### config.mk
export PLATFORM = sky130hd
export DESIGN_NAME = dual_interval_timer_regs_flat
export DESIGN_NICKNAME = d
export VERILOG_FILES = /design/src/rtl/dit_pkg.sv /design/src/rtl/dit_if.sv /design/src/rtl/dual_interval_timer_regs.sv /design/src/flat_wrapper.sv
export SDC_FILE = /design/constraint.sdc
export NUM_CORES = 1
export LEC_CHECK = 0
export BUFFER_PORTS_ARGS = -buffer_cell sky130_fd_sc_hd__buf_2
export CORE_MARGIN = 2
export CORE_UTILIZATION = 45
export DETAILED_ROUTE_END_ITERATION = 10
export PLACE_DENSITY = 0.68
export SLEW_MARGIN = 10
export SYNTH_ARGS = -nofsm -noshare
export SYNTH_HDL_FRONTEND = slang
export SYNTH_SLANG_ARGS = --single-unit
### constraint.sdc
create_clock -name clk_i -period 3.9 [get_ports clk_i]
set_input_delay 0.195 -clock clk_i [delete_from_list [all_inputs] [get_ports clk_i]]
set_output_delay 0.195 -clock clk_i [all_outputs]
set_load 0.03 [all_outputs]
### src/rtl/dit_pkg.sv
`timescale 1ns / 1ps
// ----------------------------------------------------------------------------
// dit_pkg
// Types, register map codes and timer helpers for the dual interval timer.
// ----------------------------------------------------------------------------
package dit_pkg;

  localparam int unsigned CountWidth = 16;
  localparam int unsigned ByteWidth  = 8;
  localparam int unsigned AddrWidth  = 4;
  localparam int unsigned FlagWidth  = 5;
  localparam int unsigned StoreDepth = 5;
  localparam int unsigned CfgIdxWidth = 1;

  typedef enum logic [1:0] {
    CmdTick  = 2'd0,
    CmdRead  = 2'd1,
    CmdWrite = 2'd2,
    CmdNone  = 2'd3
  } cmd_e;

  typedef enum logic [AddrWidth-1:0] {
    RegPra  = 4'd0,
    RegPrb  = 4'd1,
    RegDdra = 4'd2,
    RegDdrb = 4'd3,
    RegTalo = 4'd4,
    RegTahi = 4'd5,
    RegTblo = 4'd6,
    RegTbhi = 4'd7,
    RegSt0  = 4'd8,
    RegSt1  = 4'd9,
    RegSt2  = 4'd10,
    RegSt3  = 4'd11,
    RegSt4  = 4'd12,
    RegIcr  = 4'd13,
    RegCra  = 4'd14,
    RegCrb  = 4'd15
  } reg_addr_e;

  typedef enum logic [1:0] {
    StrobeNone = 2'd0,
    StrobeRow  = 2'd1,
    StrobeCol  = 2'd2,
    StrobeRsvd = 2'd3
  } strobe_e;

  typedef enum logic [CfgIdxWidth-1:0] {
    CfgUnitIsKeyboard = 1'b0,
    CfgTimerAEnable   = 1'b1
  } cfg_idx_e;

  localparam logic [FlagWidth-1:0] FlagMask = 5'h1f;
  localparam logic [FlagWidth-1:0] FlagA    = 5'h01;
  localparam logic [FlagWidth-1:0] FlagB    = 5'h02;
  localparam logic [AddrWidth-1:0] AddrMask = 4'hf;

  localparam int unsigned CtlRunBit     = 0;
  localparam int unsigned CtlOneShotBit = 3;
  localparam int unsigned CtlLoadBit    = 4;
  localparam int unsigned IcrSetClrBit  = 7;

  typedef struct packed {
    logic [1:0]           cmd;
    logic [AddrWidth-1:0] reg_addr;
    logic [ByteWidth-1:0] write_data;
    logic [ByteWidth-1:0] port_a_in;
    logic [ByteWidth-1:0] port_b_in;
  } item_t;

  typedef struct packed {
    logic [ByteWidth-1:0] read_data;
    logic                 irq;
    logic [1:0]           kbd_strobe;
    logic [ByteWidth-1:0] kbd_value;
  } result_t;

  typedef struct packed {
    logic [CountWidth-1:0] count;
    logic [CountWidth-1:0] latch;
    logic                  running;
    logic                  reload;
  } timer_t;

  typedef struct packed {
    timer_t tmr;
    logic   fired;
  } tick_res_t;

  function automatic tick_res_t timer_tick(timer_t t);
    tick_res_t             r;
    logic [CountWidth-1:0] dec;
    r       = '{tmr: t, fired: 1'b0};
    dec     = t.count - CountWidth'(1);
    if (t.running) begin
      if (t.count == '0 || dec == '0) begin
        r.fired = 1'b1;
        if (t.reload) begin
          r.tmr.count = t.latch;
        end else begin
          r.tmr.count   = (t.count == '0) ? t.count : dec;
          r.tmr.running = 1'b0;
        end
      end else begin
        r.tmr.count = dec;
      end
    end
    return r;
  endfunction

  function automatic timer_t timer_ctl(timer_t t, logic [ByteWidth-1:0] v);
    timer_t r;
    r = t;
    if (v[CtlLoadBit]) begin
      r.count = t.latch;
    end
    r.reload  = ~v[CtlOneShotBit];
    r.running = v[CtlRunBit];
    return r;
  endfunction

endpackage

### src/rtl/dit_if.sv
`timescale 1ns / 1ps
// ----------------------------------------------------------------------------
// dit_if
// Valid/ready channels of the dual interval timer: items, results and
// configuration writes.
// ----------------------------------------------------------------------------
interface dit_in_if
  import dit_pkg::*;
();
  logic                 valid;
  logic                 ready;
  logic [1:0]           cmd;
  logic [AddrWidth-1:0] reg_addr;
  logic [ByteWidth-1:0] write_data;
  logic [ByteWidth-1:0] port_a_in;
  logic [ByteWidth-1:0] port_b_in;

  modport source (output valid, cmd, reg_addr, write_data, port_a_in, port_b_in,
                  input ready);
  modport sink   (input valid, cmd, reg_addr, write_data, port_a_in, port_b_in,
                  output ready);
endinterface

interface dit_out_if
  import dit_pkg::*;
();
  logic                 valid;
  logic                 ready;
  logic [ByteWidth-1:0] read_data;
  logic                 irq;
  logic [1:0]           kbd_strobe;
  logic [ByteWidth-1:0] kbd_value;

  modport source (output valid, read_data, irq, kbd_strobe, kbd_value, input ready);
  modport sink   (input valid, read_data, irq, kbd_strobe, kbd_value, output ready);
endinterface

interface dit_cfg_if
  import dit_pkg::*;
();
  logic                   valid;
  logic                   ready;
  logic [CfgIdxWidth-1:0] index;
  logic                   data;

  modport source (output valid, index, data, input ready);
  modport sink   (input valid, index, data, output ready);
endinterface

### src/rtl/dual_interval_timer_regs.sv
`timescale 1ns / 1ps
// ----------------------------------------------------------------------------
// dual_interval_timer_regs
// Two 16-bit down-counting timers behind a 16-byte register map, with an
// interrupt control register, plain storage bytes and keyboard port hooks.
// ----------------------------------------------------------------------------
// One transaction per cycle while the result side keeps up: each
// accepted tick, read or write lands in an input register, is applied to
// the timer and register state once the output register is free or being
// drained, and its result is held in that output register. Configuration
// writes are accepted every cycle and take effect at once; issue them only
// while no transaction is in flight.
module dual_interval_timer_regs
  import dit_pkg::*;
(
  input  logic      clk_i,
  input  logic      rst_ni,
  dit_cfg_if.sink   cfg_i,
  dit_in_if.sink    in_i,
  dit_out_if.source out_o
);

  logic                 unit_kbd_q;
  logic                 ta_en_q;

  logic                 in_valid_q;
  item_t                in_q;
  logic                 out_valid_q;
  result_t              out_q;
  result_t              out_d;

  timer_t               ta_q, ta_d, tb_q, tb_d;
  logic [FlagWidth-1:0] flags_q, flags_d;
  logic                 irq_q, irq_d;
  logic [ByteWidth-1:0] store_q [StoreDepth];
  logic [ByteWidth-1:0] store_d [StoreDepth];

  logic                 advance;
  tick_res_t            ta_tick, tb_tick;
  logic [2:0]           st_idx;

  assign advance     = in_valid_q & (~out_valid_q | out_o.ready);
  assign in_i.ready  = ~in_valid_q | advance;
  assign cfg_i.ready = 1'b1;

  assign out_o.valid      = out_valid_q;
  assign out_o.read_data  = out_q.read_data;
  assign out_o.irq        = out_q.irq;
  assign out_o.kbd_strobe = out_q.kbd_strobe;
  assign out_o.kbd_value  = out_q.kbd_value;

  assign st_idx = 3'(in_q.reg_addr - RegSt0);

  always_comb begin
    ta_d    = ta_q;
    tb_d    = tb_q;
    flags_d = flags_q;
    irq_d   = irq_q;
    store_d = store_q;
    out_d   = '0;
    ta_tick = timer_tick(ta_q);
    tb_tick = timer_tick(tb_q);

    case (cmd_e'(in_q.cmd))
      CmdTick: begin
        if (ta_en_q) begin
          ta_d = ta_tick.tmr;
          if (ta_tick.fired) begin
            flags_d = flags_d | FlagA;
            irq_d   = 1'b1;
          end
        end
        tb_d = tb_tick.tmr;
        if (tb_tick.fired) begin
          flags_d = flags_d | FlagB;
          irq_d   = 1'b1;
        end
      end
      CmdRead: begin
        case (reg_addr_e'(in_q.reg_addr & AddrMask))
          RegPra:  out_d.read_data = unit_kbd_q ? in_q.port_a_in : '0;
          RegPrb:  out_d.read_data = unit_kbd_q ? in_q.port_b_in : '0;
          RegTalo: out_d.read_data = ta_q.latch[ByteWidth-1:0];
          RegTahi: out_d.read_data = ta_q.latch[CountWidth-1:ByteWidth];
          RegTblo: out_d.read_data = tb_q.latch[ByteWidth-1:0];
          RegTbhi: out_d.read_data = tb_q.latch[CountWidth-1:ByteWidth];
          RegSt0, RegSt1, RegSt2, RegSt3, RegSt4: out_d.read_data = store_q[st_idx];
          RegIcr: begin
            out_d.read_data = ByteWidth'(flags_q & FlagMask);
            flags_d         = '0;
            irq_d           = 1'b0;
          end
          default: out_d.read_data = '0;
        endcase
      end
      CmdWrite: begin
        case (reg_addr_e'(in_q.reg_addr & AddrMask))
          RegDdra: begin
            if (unit_kbd_q) begin
              out_d.kbd_strobe = StrobeRow;
              out_d.kbd_value  = in_q.write_data;
            end
          end
          RegDdrb: begin
            if (unit_kbd_q) begin
              out_d.kbd_strobe = StrobeCol;
              out_d.kbd_value  = in_q.write_data;
            end
          end
          RegTalo: ta_d.latch[ByteWidth-1:0]          = in_q.write_data;
          RegTahi: ta_d.latch[CountWidth-1:ByteWidth] = in_q.write_data;
          RegTblo: tb_d.latch[ByteWidth-1:0]          = in_q.write_data;
          RegTbhi: tb_d.latch[CountWidth-1:ByteWidth] = in_q.write_data;
          RegSt0, RegSt1, RegSt2, RegSt3, RegSt4: store_d[st_idx] = in_q.write_data;
          RegIcr: begin
            if (in_q.write_data[IcrSetClrBit]) begin
              flags_d = flags_q & ~(in_q.write_data[FlagWidth-1:0] & FlagMask) & FlagMask;
              irq_d   = 1'b0;
            end else begin
              flags_d = (flags_q | (in_q.write_data[FlagWidth-1:0] & FlagMask)) & FlagMask;
            end
          end
          RegCra:  ta_d = timer_ctl(ta_q, in_q.write_data);
          RegCrb:  tb_d = timer_ctl(tb_q, in_q.write_data);
          default: ;
        endcase
      end
      default: ;
    endcase

    out_d.irq = irq_d;
  end

  always_ff @(posedge clk_i or negedge rst_ni) begin
    if (!rst_ni) begin
      unit_kbd_q <= 1'b1;
      ta_en_q    <= 1'b0;
    end else if (cfg_i.valid) begin
      case (cfg_idx_e'(cfg_i.index))
        CfgUnitIsKeyboard: unit_kbd_q <= cfg_i.data;
        CfgTimerAEnable:   ta_en_q    <= cfg_i.data;
        default: ;
      endcase
    end
  end

  always_ff @(posedge clk_i or negedge rst_ni) begin
    if (!rst_ni) begin
      in_valid_q <= 1'b0;
    end else if (in_i.ready) begin
      in_valid_q <= in_i.valid;
    end
  end

  always_ff @(posedge clk_i) begin
    if (in_i.valid && in_i.ready) begin
      in_q.cmd        <= in_i.cmd;
      in_q.reg_addr   <= in_i.reg_addr;
      in_q.write_data <= in_i.write_data;
      in_q.port_a_in  <= in_i.port_a_in;
      in_q.port_b_in  <= in_i.port_b_in;
    end
  end

  always_ff @(posedge clk_i or negedge rst_ni) begin
    if (!rst_ni) begin
      out_valid_q <= 1'b0;
    end else if (advance) begin
      out_valid_q <= 1'b1;
    end else if (out_o.ready) begin
      out_valid_q <= 1'b0;
    end
  end

  always_ff @(posedge clk_i) begin
    if (advance) begin
      out_q <= out_d;
    end
  end

  always_ff @(posedge clk_i or negedge rst_ni) begin
    if (!rst_ni) begin
      ta_q    <= '0;
      tb_q    <= '0;
      flags_q <= '0;
      irq_q   <= 1'b0;
      for (int i = 0; i < StoreDepth; i++) begin
        store_q[i] <= '0;
      end
    end else if (advance) begin
      ta_q    <= ta_d;
      tb_q    <= tb_d;
      flags_q <= flags_d;
      irq_q   <= irq_d;
      store_q <= store_d;
    end
  end

endmodule
### src/flat_wrapper.sv
// flat-port wrapper written by rule: the top's interface ports become plain ports
module dual_interval_timer_regs_flat import dit_pkg::*;
  (clk_i, rst_ni, cfg_i_valid, cfg_i_index, cfg_i_data, cfg_i_ready, in_i_valid, in_i_cmd, in_i_reg_addr, in_i_write_data, in_i_port_a_in, in_i_port_b_in, in_i_ready, out_o_valid, out_o_read_data, out_o_irq, out_o_kbd_strobe, out_o_kbd_value, out_o_ready);
  dit_cfg_if cfg_i_i ();
  dit_in_if in_i_i ();
  dit_out_if out_o_i ();
  input  logic clk_i;
  input  logic rst_ni;
  input wire logic [$bits(cfg_i_i.valid)-1:0] cfg_i_valid;
  input wire logic [$bits(cfg_i_i.index)-1:0] cfg_i_index;
  input wire logic [$bits(cfg_i_i.data)-1:0] cfg_i_data;
  output wire logic [$bits(cfg_i_i.ready)-1:0] cfg_i_ready;
  input wire logic [$bits(in_i_i.valid)-1:0] in_i_valid;
  input wire logic [$bits(in_i_i.cmd)-1:0] in_i_cmd;
  input wire logic [$bits(in_i_i.reg_addr)-1:0] in_i_reg_addr;
  input wire logic [$bits(in_i_i.write_data)-1:0] in_i_write_data;
  input wire logic [$bits(in_i_i.port_a_in)-1:0] in_i_port_a_in;
  input wire logic [$bits(in_i_i.port_b_in)-1:0] in_i_port_b_in;
  output wire logic [$bits(in_i_i.ready)-1:0] in_i_ready;
  output wire logic [$bits(out_o_i.valid)-1:0] out_o_valid;
  output wire logic [$bits(out_o_i.read_data)-1:0] out_o_read_data;
  output wire logic [$bits(out_o_i.irq)-1:0] out_o_irq;
  output wire logic [$bits(out_o_i.kbd_strobe)-1:0] out_o_kbd_strobe;
  output wire logic [$bits(out_o_i.kbd_value)-1:0] out_o_kbd_value;
  input wire logic [$bits(out_o_i.ready)-1:0] out_o_ready;
  assign cfg_i_i.valid = cfg_i_valid;
  assign cfg_i_i.index = cfg_i_index;
  assign cfg_i_i.data = cfg_i_data;
  assign cfg_i_ready = cfg_i_i.ready;
  assign in_i_i.valid = in_i_valid;
  assign in_i_i.cmd = in_i_cmd;
  assign in_i_i.reg_addr = in_i_reg_addr;
  assign in_i_i.write_data = in_i_write_data;
  assign in_i_i.port_a_in = in_i_port_a_in;
  assign in_i_i.port_b_in = in_i_port_b_in;
  assign in_i_ready = in_i_i.ready;
  assign out_o_valid = out_o_i.valid;
  assign out_o_read_data = out_o_i.read_data;
  assign out_o_irq = out_o_i.irq;
  assign out_o_kbd_strobe = out_o_i.kbd_strobe;
  assign out_o_kbd_value = out_o_i.kbd_value;
  assign out_o_i.ready = out_o_ready;
  dual_interval_timer_regs u_core (.clk_i(clk_i), .rst_ni(rst_ni), .cfg_i(cfg_i_i), .in_i(in_i_i), .out_o(out_o_i));
endmodule
==> impl_metrics.py <==
metrics = {
    "detailed_routing": {
        "drc": 0,
        "first_pass_iters": 6,
        "drt-wirelength-per-cell_um": 19.4,
        "dr_total_vias": 6768,
        "routed_wl_mm": 22.0,
        "drt_iter0_markers": 722,
        "viasPerCell": 5.96,
        "ant_nets": 0,
    },
    "timing": {
        "fin_skew_ps": 6.86,
        "slew_violations": 0,
        "fin_crit_ps": 3370,
        "relSlewSlack": 0.338,
        "rsz0062_at_grt": "no",
        "worst_pin_slew_ps": 985,
        "tns_ps": 0,
        "fmax_mhz": 296,
        "hold_violations": 0,
        "fin_crit_sh": 0.865,
        "setup_violations": 0,
    },
    "synth": {
        "syn_area_mm2": 0.00876,
        "synth_area_leader_cell": "dfrtp_1",
        "async_flop_share": 0.707,
        "synth-seq-area-share": 0.505,
        "ys_seq_elements": 167,
        "yosysTopAreaCellShare": 0.334,
        "avgSynthCellArea_um2": 11.3,
        "synth_ff_type": "dfrtp_1",
        "ys_warn_count": 0,
        "synth_cell_types": 80,
        "netlist_instances": 775,
        "synth.net_count": 821,
        "synth-edff-count": 49,
        "synthTopCellsByArea": "dfrtp_1 33%, edfxtp_1 17%, mux2_2 11%",
    },
    "clock_network": {
        "clkSinkCount": 167,
        "cts_tree": "yes",
        "cts_resized": 0,
        "cts_made_buffers": 17,
        "htreeDepth": 4,
        "clk-insertion-delay-late_ps": 430,
        "post-cts-setup-buffers": 0,
        "cts-root-buf": "clkbuf_16",
        "path_clk_slew_ps": 70,
        "clk_path_buf_depth": 2,
    },
    "layout": {
        "diodes": 0,
        "syn2layout_area_growth_pct": 16.3,
        "nFillCells": 1683,
        "drive_gt1_frac": 0.259,
        "postLayoutCoreUtil": 0.529,
        "final_cell_mix": "117 x dfrtp_1, 83 x mux2_2, 65 x nand2_1",
        "nets": 903,
        "layout_commonest_cell": "dfrtp_1",
    },
    "run": {
        "drv_cap": 0,
    },
    "global_route": {
        "globalRouteOverflowTotal": 0,
        "grt_pass1_wl_mm": 34.5,
        "grt_util_all_layers": 0.220,
        "grt_pass1_vias": 6264,
        "antenna_found_initial": 0,
        "grt_max_degree": 64,
    },
    "pwr": {
        "vdd_ir_drop_max_uv": 309,
        "power_leakage_nw": 4.22,
        "p_per_area_mw_per_mm2": 485,
    },
    "critical_path": {
        "start_kind": "flip-flop",
        "critPathArrivalTime_ps": 3740,
        "worstRegToRegCells": 10,
        "cp.required_ps": 4260,
        "r2r_end": "u_core.tb_q[18]$_DFFE_PN0P_",
        "reg2reg_slack_ps": 530,
        "regToRegStartpoint": "u_core.tb_q[18]$_DFFE_PN0P_",
        "worstPathMaxFanout": 14,
        "critPathKind": "reg2reg",
        "end_kind": "flip-flop",
    },
    "place": {
        "gp_congestion": 0.905,
        "port-buffer-count": 57,
        "dp_hpwl_mm": 15.0,
    },
    "die": {
        "die_area_mm2": 0.0206,
        "dieWidth_um": 144,
        "core-area_mm2": 0.0193,
        "die_y_um": 144,
        "initial_core_util": 0.455,
        "row_count": 51,
        "io-pin-count": 59,
    },
    "worst_hold_path": {
        "hp-class": "in2reg",
        "hold_end": "u_core.ta_en_q$_DFFE_PN0P_",
        "whs_path_depth": 2,
        "worstHoldStart": "cfg_i_data",
    },
    "run_status": {
        "status": "complete, no violations",
    },
}
==> worst max-delay path, cell delays in order (launching register included) <==
cell	delay, ps
dfrtp_1	470
inv_1	150
ha_1	320
nor3b_2	460
nand2_1	130
a211oi_1	230
a2bb2o_1	340
o31a_1	530
buf_4	290
nor3b_1	260
a211o_1	140
==> cell usage after synthesis (11+ instances only) <==
master and n:
a21oi_1 31, a22oi_1 14, and2_1 11, clkbuf_1 22, dfrtp_1 117, edfxtp_1 49
inv_1 31, mux2_2 83, mux2i_1 24, nand2_1 65, nand2b_1 12, nand3_1 29
nand4_1 11, nor2_1 34, nor3_1 16, o21ai_0 36
==> metal layers <==
metal | vias to the layer above | routed length, µm | GRT usage
met5 | - | 0 | 0
met4 | 0 | 744 | 0.0929
met3 | 46 | 1300 | 0.0360
met2 | 276 | 10200 | 0.340
met1 | 3373 | 9840 | 0.309
li1 | 3073 | - | -
==> cells by family after synthesis <==
family                   Yosys count  share of synthesized area
AND/OR/NAND/NOR                  245                      0.156
flip-flops                       167                      0.505
AO/OA/AOI/OAI                    160                      0.130
multiplexers                     114                      0.152
buffers and inverters             75                     0.0398
adder cells (fa/ha/maj)            9                     0.0129
XOR/XNOR                           4                    0.00400
other                              1                   0.000428
==> timing repair <==
| action | in CTS | in global routing |
|---|---|---|
| hold buffers | 32 | 0 |
| hold endpoints to repair | 91 | 0 |
| setup endpoints to repair | 0 | 0 |
==> sequential cells by signal, summed over array words and instances, names as in the netlist, named ones only <==
name / cells
u_core.ta_q: 34
u_core.out_o.kbd_strobe: 2
u_core.tb_q: 34
u_core.out_o.read_data: 8
u_core.irq_q: 1
u_core.flags_q: 4
u_core.ta_en_q: 1
u_core.out_o.valid: 1
u_core.out_o.kbd_value: 8
u_core.unit_kbd_q: 1
u_core.out_o.irq: 1
u_core.in_valid_q: 1
u_core.store_q: 40
u_core.in_q: 30
==> stage by stage <==
stage | std cells | hold WS (ps) | instance area, µm² | total power [mW] | setup WS [ps]
after floorplan | 775 | -101 | 8760 | 3.00 | 1010
after global placement | 1071 | 333 | 9290 | 3.27 | 759
after detailed placement | 1071 | 334 | 9290 | 3.29 | 611
after CTS | 1135 | 12.2 | 10200 | 4.94 | 590
after global routing | 1135 | 27.5 | 10200 | 5.17 | 324
final | 1135 | 21.3 | 10200 | 4.94 | 526
==> worst max-delay path by stage <==
stage	startpoint	endpoint	slack [ps]	cells after the start
floorplan	u_core.ta_q[18]$_DFFE_PN0P_	u_core.ta_q[23]$_DFFE_PN0P_	1010	10
global placement	u_core.tb_q[18]$_DFFE_PN0P_	u_core.tb_q[27]$_DFFE_PN0P_	760	10
detailed placement	u_core.tb_q[18]$_DFFE_PN0P_	u_core.tb_q[18]$_DFFE_PN0P_	610	10
CTS	u_core.tb_q[18]$_DFFE_PN0P_	u_core.tb_q[18]$_DFFE_PN0P_	590	10
global route	u_core.tb_q[18]$_DFFE_PN0P_	u_core.tb_q[18]$_DFFE_PN0P_	320	10
finish	u_core.tb_q[18]$_DFFE_PN0P_	u_core.tb_q[18]$_DFFE_PN0P_	530	10
==> final cells by class <==
class / count / area [µm²] / share of cell area
multi-input combinational: 533 / 4010 / 0.393
tap: 265 / 332 / 0.0325
timing repair buffer: 107 / 743 / 0.0729
sequential: 167 / 4430 / 0.434
clock inverter: 15 / 141 / 0.0139
inverter: 31 / 116 / 0.0114
clock buffer: 17 / 425 / 0.0418
==> report_power, final <==
group	internal, mW	switching [mW]
Clock	0.895	0.747
Combinational	0.433	0.504
Sequential	2.05	0.313
Total	3.38	1.56
No activity file was read; power rests on OpenSTA's default activity.
